## config.mk

```make
export PLATFORM = sky130hd
export DESIGN_NAME = sorted_point_queue_prune_unit
export DESIGN_NICKNAME = d
export VERILOG_FILES = /design/src/hw/rtl/spq_pkg.sv /design/src/hw/rtl/sorted_point_queue_prune_unit.sv /design/src/hw/rtl/spq_ram.sv
export SDC_FILE = /design/constraint.sdc
export NUM_CORES = 2
export LEC_CHECK = 0
export CELL_PAD_IN_SITES_DETAIL_PLACEMENT = 1
export CELL_PAD_IN_SITES_GLOBAL_PLACEMENT = 1
export CORE_MARGIN = 8
export CORE_UTILIZATION = 35
export DETAILED_ROUTE_END_ITERATION = 8
export DONT_BUFFER_PORTS = 1
export GPL_TIMING_DRIVEN = 1
export PLACE_DENSITY = 0.61
export SYNTH_ARGS = -nofsm -noshare
export SYNTH_HDL_FRONTEND = slang
export SYNTH_SLANG_ARGS = --single-unit
```

## constraint.sdc

```tcl
create_clock -name i_clk -period 14.28 [get_ports i_clk]
set_clock_uncertainty 0.15 [all_clocks]
set_input_delay 2.142 -clock i_clk [delete_from_list [all_inputs] [get_ports i_clk]]
set_output_delay 2.142 -clock i_clk [all_outputs]
set_load 0.1 [all_outputs]
```

## src/hw/rtl/spq_pkg.sv

```systemverilog
// Shared types and codes for the sorted point queue with prune.
// No dependencies; used by every module of the block.
`default_nettype none

package spq_pkg;

    // Fixed width of every coordinate field on the ports
    localparam int FIELD_BITS = 16;

    // Defaults for the top-level parameters
    localparam int DEF_CAPACITY   = 64;
    localparam int DEF_COORD_BITS = 16;

    // Opcodes
    localparam logic [1:0] OP_INSERT = 2'd0;
    localparam logic [1:0] OP_POP    = 2'd1;
    localparam logic [1:0] OP_PRUNE  = 2'd2;
    localparam logic [1:0] OP_CLEAR  = 2'd3;

    // Status codes
    localparam logic [1:0] ST_DONE      = 2'd0;
    localparam logic [1:0] ST_DUPLICATE = 2'd1;
    localparam logic [1:0] ST_FULL      = 2'd2;
    localparam logic [1:0] ST_EMPTY_POP = 2'd3;

    typedef struct packed {
        logic [1:0]            opcode;
        logic [FIELD_BITS-1:0] point_x;
        logic [FIELD_BITS-1:0] point_y;
        logic [FIELD_BITS-1:0] point_z;
    } t_in_item;

    typedef struct packed {
        logic [1:0]            status;
        logic                  front_valid;
        logic [FIELD_BITS-1:0] front_x;
        logic [FIELD_BITS-1:0] front_y;
        logic [FIELD_BITS-1:0] front_z;
        logic [6:0]            entry_count;
        logic [5:0]            pruned_count;
    } t_out_item;

endpackage

`default_nettype wire

```

## src/hw/rtl/sorted_point_queue_prune_unit.sv

```systemverilog
// Sorted point queue with prune. Insert scans the list, shifts up from the insert point
// and reads the front; a duplicate or full insert skips the shift; pop and prune walk the
// list, clear does not; each item ends with a front read. The store has a single read
// port, one entry a cycle. One item at a time; the next item is taken while a result
// waits in the output register. Reset empties the list at once; store contents are kept.
`default_nettype none

module sorted_point_queue_prune_unit #(
    parameter int CAPACITY   = spq_pkg::DEF_CAPACITY,
    parameter int COORD_BITS = spq_pkg::DEF_COORD_BITS
) (
    input  wire logic              i_clk,
    input  wire logic              i_rst_n,
    input  wire logic              i_in_valid,
    output logic                   o_in_stall,
    input  wire spq_pkg::t_in_item i_in,
    output logic                   o_out_valid,
    input  wire logic              i_out_stall,
    output spq_pkg::t_out_item     o_out
);

    localparam int AW = $clog2(CAPACITY);
    localparam int CW = $clog2(CAPACITY + 1);
    localparam int CB = COORD_BITS;
    localparam int PW = 3 * CB;

    localparam logic [2:0] S_IDLE  = 3'd0;
    localparam logic [2:0] S_SCAN  = 3'd1;
    localparam logic [2:0] S_SHIFT = 3'd2;
    localparam logic [2:0] S_POP   = 3'd3;
    localparam logic [2:0] S_PRUNE = 3'd4;
    localparam logic [2:0] S_FRONT = 3'd5;
    localparam logic [2:0] S_OUT   = 3'd6;

    logic [2:0]    r_state, n_state;
    logic [PW-1:0] r_pt, n_pt;
    logic [PW-1:0] r_keep, n_keep;
    logic [CW-1:0] r_cnt, n_cnt;
    logic [CW-1:0] r_idx, n_idx;
    logic [CW-1:0] r_didx, n_didx;
    logic [CW-1:0] r_pos, n_pos;
    logic [CW-1:0] r_w, n_w;
    logic [CW-1:0] r_pruned, n_pruned;
    logic          r_rd_v, n_rd_v;
    logic          r_found, n_found;
    logic          r_dup, n_dup;
    logic [1:0]    r_status, n_status;
    logic          r_out_valid, n_out_valid;
    spq_pkg::t_out_item r_out, n_out;

    logic          ram_we, ram_re;
    logic [AW-1:0] ram_waddr, ram_raddr;
    logic [PW-1:0] ram_wdata, ram_rdata;

    logic [CW-1:0] idx_m1, didx_p1, didx_m1;
    logic [CB-1:0] px, py, pz, qx, qy, qz, kx, ky, kz;
    logic          q_less, q_equal, q_prune, done;

    spq_ram #(
        .DEPTH (CAPACITY),
        .WIDTH (PW)
    ) u_ram (
        .i_clk   (i_clk),
        .i_we    (ram_we),
        .i_waddr (ram_waddr),
        .i_wdata (ram_wdata),
        .i_re    (ram_re),
        .i_raddr (ram_raddr),
        .o_rdata (ram_rdata)
    );

    // Field views of the held point, the read entry and the last kept point
    assign px = r_pt[PW-1:2*CB];
    assign py = r_pt[2*CB-1:CB];
    assign pz = r_pt[CB-1:0];
    assign qx = ram_rdata[PW-1:2*CB];
    assign qy = ram_rdata[2*CB-1:CB];
    assign qz = ram_rdata[CB-1:0];
    assign kx = r_keep[PW-1:2*CB];
    assign ky = r_keep[2*CB-1:CB];
    assign kz = r_keep[CB-1:0];

    // Order is x, then z, then y
    assign q_less  = (px < qx) || ((px == qx) && (pz < qz))
                   || ((px == qx) && (pz == qz) && (py < qy));
    assign q_equal = (px == qx) && (py == qy) && (pz == qz);
    assign q_prune = ((kx == qx) && (kz == qz))
                   || ((kx < qx) && (ky == qy) && (kz == qz));

    assign idx_m1  = r_idx - 1'b1;
    assign didx_p1 = r_didx + 1'b1;
    assign didx_m1 = r_didx - 1'b1;

    assign o_in_stall  = (r_state != S_IDLE);
    assign o_out_valid = r_out_valid;
    assign o_out       = r_out;

    // Sequencer: one store entry read per cycle, processed the cycle after
    always_comb begin
        n_state     = r_state;
        n_pt        = r_pt;
        n_keep      = r_keep;
        n_cnt       = r_cnt;
        n_idx       = r_idx;
        n_didx      = r_didx;
        n_pos       = r_pos;
        n_w         = r_w;
        n_pruned    = r_pruned;
        n_rd_v      = 1'b0;
        n_found     = r_found;
        n_dup       = r_dup;
        n_status    = r_status;
        n_out_valid = r_out_valid;
        n_out       = r_out;
        ram_we      = 1'b0;
        ram_waddr   = '0;
        ram_wdata   = r_pt;
        ram_re      = 1'b0;
        ram_raddr   = '0;
        done        = 1'b0;

        // Result taken downstream
        if (r_out_valid && !i_out_stall) begin
            n_out_valid = 1'b0;
        end

        case (r_state)
            S_IDLE: begin
                if (i_in_valid) begin
                    n_pt     = {CB'(i_in.point_x), CB'(i_in.point_y), CB'(i_in.point_z)};
                    n_status = spq_pkg::ST_DONE;
                    n_pruned = '0;
                    n_idx    = '0;
                    n_found  = 1'b0;
                    n_dup    = 1'b0;
                    n_pos    = r_cnt;
                    n_w      = CW'(1);
                    case (i_in.opcode)
                        spq_pkg::OP_INSERT: n_state = S_SCAN;
                        spq_pkg::OP_POP: begin
                            if (r_cnt == '0) begin
                                n_status = spq_pkg::ST_EMPTY_POP;
                                n_state  = S_FRONT;
                            end else begin
                                n_idx   = CW'(1);
                                n_state = S_POP;
                            end
                        end
                        spq_pkg::OP_PRUNE: begin
                            n_state = (r_cnt == '0) ? S_FRONT : S_PRUNE;
                        end
                        default: begin
                            n_cnt   = '0;
                            n_state = S_FRONT;
                        end
                    endcase
                end
            end

            // Duplicate check and insert position, front to back
            S_SCAN: begin
                ram_re    = (r_idx < r_cnt);
                ram_raddr = r_idx[AW-1:0];
                if (ram_re) begin
                    n_idx = r_idx + 1'b1;
                end
                n_rd_v = ram_re;
                n_didx = r_idx;
                if (r_rd_v) begin
                    if (q_equal) begin
                        n_dup = 1'b1;
                    end
                    if (!r_found && q_less) begin
                        n_found = 1'b1;
                        n_pos   = r_didx;
                    end
                end
                if (!ram_re && !r_rd_v) begin
                    if (r_dup) begin
                        n_status = spq_pkg::ST_DUPLICATE;
                        n_state  = S_FRONT;
                    end else if (32'(r_cnt) >= CAPACITY) begin
                        n_status = spq_pkg::ST_FULL;
                        n_state  = S_FRONT;
                    end else begin
                        n_idx   = r_cnt;
                        n_state = S_SHIFT;
                    end
                end
            end

            // Move entries at and above the position up by one, back to front
            S_SHIFT: begin
                ram_re    = (r_idx > r_pos);
                ram_raddr = idx_m1[AW-1:0];
                if (ram_re) begin
                    n_idx = idx_m1;
                end
                n_rd_v = ram_re;
                n_didx = idx_m1;
                if (r_rd_v) begin
                    ram_we    = 1'b1;
                    ram_waddr = didx_p1[AW-1:0];
                    ram_wdata = ram_rdata;
                end else if (!ram_re) begin
                    ram_we    = 1'b1;
                    ram_waddr = r_pos[AW-1:0];
                    ram_wdata = r_pt;
                    n_cnt     = r_cnt + 1'b1;
                    n_state   = S_FRONT;
                end
            end

            // Move every entry behind the front down by one
            S_POP: begin
                ram_re    = (r_idx < r_cnt);
                ram_raddr = r_idx[AW-1:0];
                if (ram_re) begin
                    n_idx = r_idx + 1'b1;
                end
                n_rd_v = ram_re;
                n_didx = r_idx;
                if (r_rd_v) begin
                    ram_we    = 1'b1;
                    ram_waddr = didx_m1[AW-1:0];
                    ram_wdata = ram_rdata;
                end else if (!ram_re) begin
                    n_cnt   = r_cnt - 1'b1;
                    n_state = S_FRONT;
                end
            end

            // Compact in place against the last kept point
            S_PRUNE: begin
                ram_re    = (r_idx < r_cnt);
                ram_raddr = r_idx[AW-1:0];
                if (ram_re) begin
                    n_idx = r_idx + 1'b1;
                end
                n_rd_v = ram_re;
                n_didx = r_idx;
                if (r_rd_v) begin
                    if (r_didx == '0) begin
                        n_keep = ram_rdata;
                    end else if (q_prune) begin
                        n_pruned = r_pruned + 1'b1;
                    end else begin
                        ram_we    = 1'b1;
                        ram_waddr = r_w[AW-1:0];
                        ram_wdata = ram_rdata;
                        n_w       = r_w + 1'b1;
                        n_keep    = ram_rdata;
                    end
                end else if (!ram_re) begin
                    n_cnt   = r_w;
                    n_state = S_FRONT;
                end
            end

            // Fetch the front entry
            S_FRONT: begin
                ram_re    = (r_cnt != '0);
                ram_raddr = '0;
                n_state   = S_OUT;
            end

            // Load the result once the output register is free
            S_OUT: begin
                if (!r_out_valid || !i_out_stall) begin
                    done = 1'b1;
                end
            end

            default: n_state = S_IDLE;
        endcase

        if (done) begin
            n_out_valid         = 1'b1;
            n_out.status        = r_status;
            n_out.front_valid   = (r_cnt != '0);
            n_out.front_x       = (r_cnt != '0) ? spq_pkg::FIELD_BITS'(qx) : '0;
            n_out.front_y       = (r_cnt != '0) ? spq_pkg::FIELD_BITS'(qy) : '0;
            n_out.front_z       = (r_cnt != '0) ? spq_pkg::FIELD_BITS'(qz) : '0;
            n_out.entry_count   = (32'(r_cnt) > 32'd127) ? 7'd127 : 7'(r_cnt);
            n_out.pruned_count  = (32'(r_pruned) > 32'd63) ? 6'd63 : 6'(r_pruned);
            n_state             = S_IDLE;
        end
    end

    // Control registers
    always_ff @(posedge i_clk) begin
        if (!i_rst_n) begin
            r_state     <= S_IDLE;
            r_cnt       <= '0;
            r_rd_v      <= 1'b0;
            r_out_valid <= 1'b0;
        end else begin
            r_state     <= n_state;
            r_cnt       <= n_cnt;
            r_rd_v      <= n_rd_v;
            r_out_valid <= n_out_valid;
        end
    end

    // Payload and work registers
    always_ff @(posedge i_clk) begin
        r_pt     <= n_pt;
        r_keep   <= n_keep;
        r_idx    <= n_idx;
        r_didx   <= n_didx;
        r_pos    <= n_pos;
        r_w      <= n_w;
        r_pruned <= n_pruned;
        r_found  <= n_found;
        r_dup    <= n_dup;
        r_status <= n_status;
        r_out    <= n_out;
    end

`ifndef SYNTHESIS
    // Count never exceeds the store depth
    a_cnt_bound: assert property (@(posedge i_clk) disable iff (!i_rst_n)
        32'(r_cnt) <= CAPACITY)
        else $error("entry count above capacity");

    // No read and write of the same entry in one cycle
    a_no_rw_clash: assert property (@(posedge i_clk) disable iff (!i_rst_n)
        !(ram_we && ram_re && (ram_waddr == ram_raddr)))
        else $error("read and write hit the same entry");

    // An accepted item starts work
    a_accept_busy: assert property (@(posedge i_clk) disable iff (!i_rst_n)
        (i_in_valid && !o_in_stall) |=> o_in_stall)
        else $error("accepted item did not start");

    // A held result is not overwritten
    a_out_hold: assert property (@(posedge i_clk) disable iff (!i_rst_n)
        (r_out_valid && i_out_stall) |=> r_out_valid)
        else $error("stalled result dropped");
`endif

endmodule

`default_nettype wire

```

## src/hw/rtl/spq_ram.sv

```systemverilog
// Point store: one write port, one read port, registered read data.
// Standalone; instantiated by sorted_point_queue_prune_unit.
`default_nettype none

module spq_ram #(
    parameter int DEPTH = spq_pkg::DEF_CAPACITY,
    parameter int WIDTH = 3 * spq_pkg::DEF_COORD_BITS
) (
    input  wire logic                     i_clk,
    input  wire logic                     i_we,
    input  wire logic [$clog2(DEPTH)-1:0] i_waddr,
    input  wire logic [WIDTH-1:0]         i_wdata,
    input  wire logic                     i_re,
    input  wire logic [$clog2(DEPTH)-1:0] i_raddr,
    output logic      [WIDTH-1:0]         o_rdata
);

    logic [WIDTH-1:0] r_mem [DEPTH];

    // Write port
    always_ff @(posedge i_clk) begin
        if (i_we) begin
            r_mem[i_waddr] <= i_wdata;
        end
    end

    // Read port; data holds while no read is issued
    always_ff @(posedge i_clk) begin
        if (i_re) begin
            o_rdata <= r_mem[i_raddr];
        end
    end

endmodule

`default_nettype wire
```

==> impl_results.md <==
- Nets: 10200
- CP Max Fanout: 140
- # DRC: 0
- Hold EP: o_out[62]
- Max cap viols: 0
- Final Power: roughly 34 mW
- First drt pass iteration count: 5
- Rel. slew slack: 0.00913
- Number of buffers created by CTS: between 300 and 400
- Period utilization: 0.481
- Cts hold-fix bufs: 0
- Final instance area: 153000 µm²
- WL/cell: 31.2 µm
- Post-synth ARST share: 0
- Hold WC Path Type: register to register
- Sequence of cells on the critical path: inv_1 > ha_1 > nor4b_2 > buf_4 > nor3_4 > buf_4 > buf_4 > buf_12 > buf_4 > nand2_1 > a32oi_1 > a31oi_1 > a31oi_1 > nor2_1 > nor4_1
- RSZ-0062 raised after global routing: false
- CP Capture Type: register
- Die X: 635 µm
- Initial core utilization: 0.351
- Worst EP required: 14680 ps
- Syn Area/Cell: ~13 µm²
- Reg2Reg Capture Point: u_ram.o_rdata[27]
- Register clock-pin slew on the reported worst setup and hold paths: 70 ps
- Share of layout cells above drive strength 1: 0.0981
- Clock tree sinks: around 3300
- Post-CTS Setup Repair Bufs: 0
- WHS Path Cells: 0
- Post-synth EDFFs: 3319
- WL met1: 199 mm
- Critical path's largest stage delay: 1160 ps
- Crit path kind: register to register
- Most common cell after layout, fill and taps aside: edfxtp_1
- Pwr dens: about 220 nW/µm²
- Vias/cell: between 5 and 6
- Max Clock Freq: 0.146 GHz
- Clk root buf: clkbuf_16
- Final hold viol count: 0
- Synth Instances: between 10000 and 15000
- DP HPWL: 268 mm
- Slowest cell on the critical path: nor4_1
- CTS tree: yes
- Setup TNS: 0 ps
- Top_reg_cell synth: edfxtp_1
- FF-to-FF setup slack: 7410 ps
- Synth Net Count: slightly above 10000
- Reg2reg path depth: 15
- Longest Clk Path Bufs: 4
- Initial antenna violation count: 33
- CP Buf/Inv Count: 6
- Synth Cell Area: 134000 µm²
- Seq cells post-synth: 3331
- CP top delay family: buffers and inverters
- Status: complete, no violations
- Most frequent CP cell: buf_4
- Clock latency on the worst-skew pair: around 960 ps
- Slew of the pin with the lowest slew margin: ~1500 ps
- IO buf count: 0
- Met2 WL post-DR: 221 mm
- GRT Util Overall: 0.228
- First-pass GRT wire length: 676 mm
- Htree depth: 5
- Top Metal Used: met5
- YS warnings: 0
- Routability cong.: 0.865
- Worst Slack Setup Final: 7410 ps
- Post-Layout Cell Count: roughly 15000
- CTS resizes: 0
- Max IR drop VDD: 192 µV
- Synthesis-to-layout area growth: 13.6%
- Row count: 227
- Worst Setup Start Kind: register
- Vias: 89200
- DRT Wirelength: 480 mm
- WP data arrival: 7280 ps
- Cell leakage power: 51.4 nW
- GRT Residual Overflow: 0
- Seq/Total Area, Yosys: 0.744
- Met3 WL: 41.7 mm
- Final min period: approximately 6900 ps
- Final setup viols: 0
- Placed cell areas: 141000 µm²
- Core ar.: ~380000 µm²
- Die area: 404000 µm²
- Fin. max-slew vios: 0
- Reg2reg start: r_idx[0]
- Starting DRT DRC Count: 10400
- Placement Setup Slack: 7520 ps
- Cell variety after synth: 84
- Dpl cells: 14800
- Commonest cells after routing, fill and taps aside: edfxtp_1 (3319), nand2_1 (2742), nand3_1 (1399)
- Boundary Pins: between 100 and 150
- Largest net degree at the start of global routing: 170
- Vias in the first global route: between 80000 and 90000
- Die Ht: 635 µm
- Hold Path Origin: r_status[0]
- Antenna-violating nets left: 0
-- per-stage QoR --
stage,util,hold slack (ps)
2_1_floorplan,-,250
3_3_place_gp,0.369,254
3_5_place_dp,0.369,256
4_1_cts,0.399,270
5_1_grt,0.399,283
6_report,0.399,269
-- how the worst max path moves through the flow --
stage,startpoint,to,slack [ps],cells after the start
global placement,r_idx[0],u_ram.o_rdata[27],7620,15
CTS,r_idx[0],u_ram.o_rdata[27],7490,15
finish,r_idx[0],u_ram.o_rdata[27],7410,15
floorplan,r_idx[0],u_ram.r_mem[24][0],3340,11
detailed placement,r_idx[0],u_ram.o_rdata[27],7520,15
global route,r_idx[0],u_ram.o_rdata[27],7270,15
-- synth_stat cells (9+ instances only) --
library cell / count / area, µm²
o21ai_0: 84 / 420
a21o_1: 24 / 180
a21oi_1: 185 / 926
a32oi_1: 32 / 280
nand3_1: 1399 / 7000
a311oi_1: 151 / 1320
nand2_1: 2744 / 10300
nor2b_1: 12 / 75.1
a22oi_1: 9 / 67.6
a221oi_1: 22 / 193
mux4_2: 19 / 428
edfxtp_1: 3319 / 99700
inv_1: 82 / 308
clkbuf_1: 275 / 1030
o22ai_1: 37 / 231
mux2_2: 49 / 552
o2111ai_1: 16 / 140
buf_1: 125 / 469
nand4_1: 57 / 357
or2_2: 10 / 62.6
a211o_1: 24 / 210
a211oi_1: 47 / 353
a22o_1: 15 / 131
buf_2: 235 / 1180
and2_1: 12 / 75.1
nor4b_1: 9 / 78.8
a31oi_1: 119 / 744
dfxtp_1: 12 / 240
nor3_1: 60 / 300
nor4_1: 20 / 125
ha_1: 88 / 1100
a32o_1: 40 / 400
o21a_1: 15 / 113
o211ai_1: 24 / 180
a31o_2: 15 / 131
and3_1: 143 / 895
nor2_1: 155 / 582
xnor2_1: 51 / 447
xor2_1: 13 / 114
mux2i_1: 176 / 1760
-- power breakdown --
group / switching [mW] / leakage (nW) / internal, mW
Sequential: 0.500 / 30.0 / 12.1
Combinational: 9.16 / 15.9 / 3.06
Clock: 3.96 / 5.58 / 5.30
Total: 13.6 / 51.4 / 20.5
-- state kept, by name (all words and copies together) (netlist names) --
signal / count
u_ram.r_mem: 3072
o_out: 64
r_keep: 48
r_pt: 48
u_ram.o_rdata: 48
r_cnt: 7
r_didx: 7
r_idx: 7
r_pos: 7
r_pruned: 7
r_w: 7
r_state: 3
r_status: 2
o_out_valid: 1
r_dup: 1
r_found: 1
r_rd_v: 1
-- cell type report --
type / instances / area (µm²)
Fill cell: 39300 / 230000
Sequential cell: 3331 / 99900
Multi-Input combinational cell: 5997 / 32000
Clock buffer: 433 / 9220
Tap cell: 5038 / 6300
Timing Repair Buffer: 303 / 2520
Clock inverter: 204 / 2260
Inverter: 83 / 312
Antenna cell: 10 / 25.0
-- kinds of logic after synthesis --
| family | synth area share |
|---|---|
| AO/OA/AOI/OAI | 0.0500 |
| XOR/XNOR | 0.00417 |
| adder cells (fa/ha/maj) | 0.00835 |
| buffers and inverters | 0.0228 |
| flip-flops | 0.744 |
| multiplexers | 0.0204 |
| AND/OR/NAND/NOR | 0.150 |
-- metal layers --
metal,track usage,vias up
met2,0.366,4052
met5,0,-
met3,0.0432,869
li1,-,37300
met4,0.0775,10
met1,0.310,46900
No activity file was read; power rests on OpenSTA's default activity.
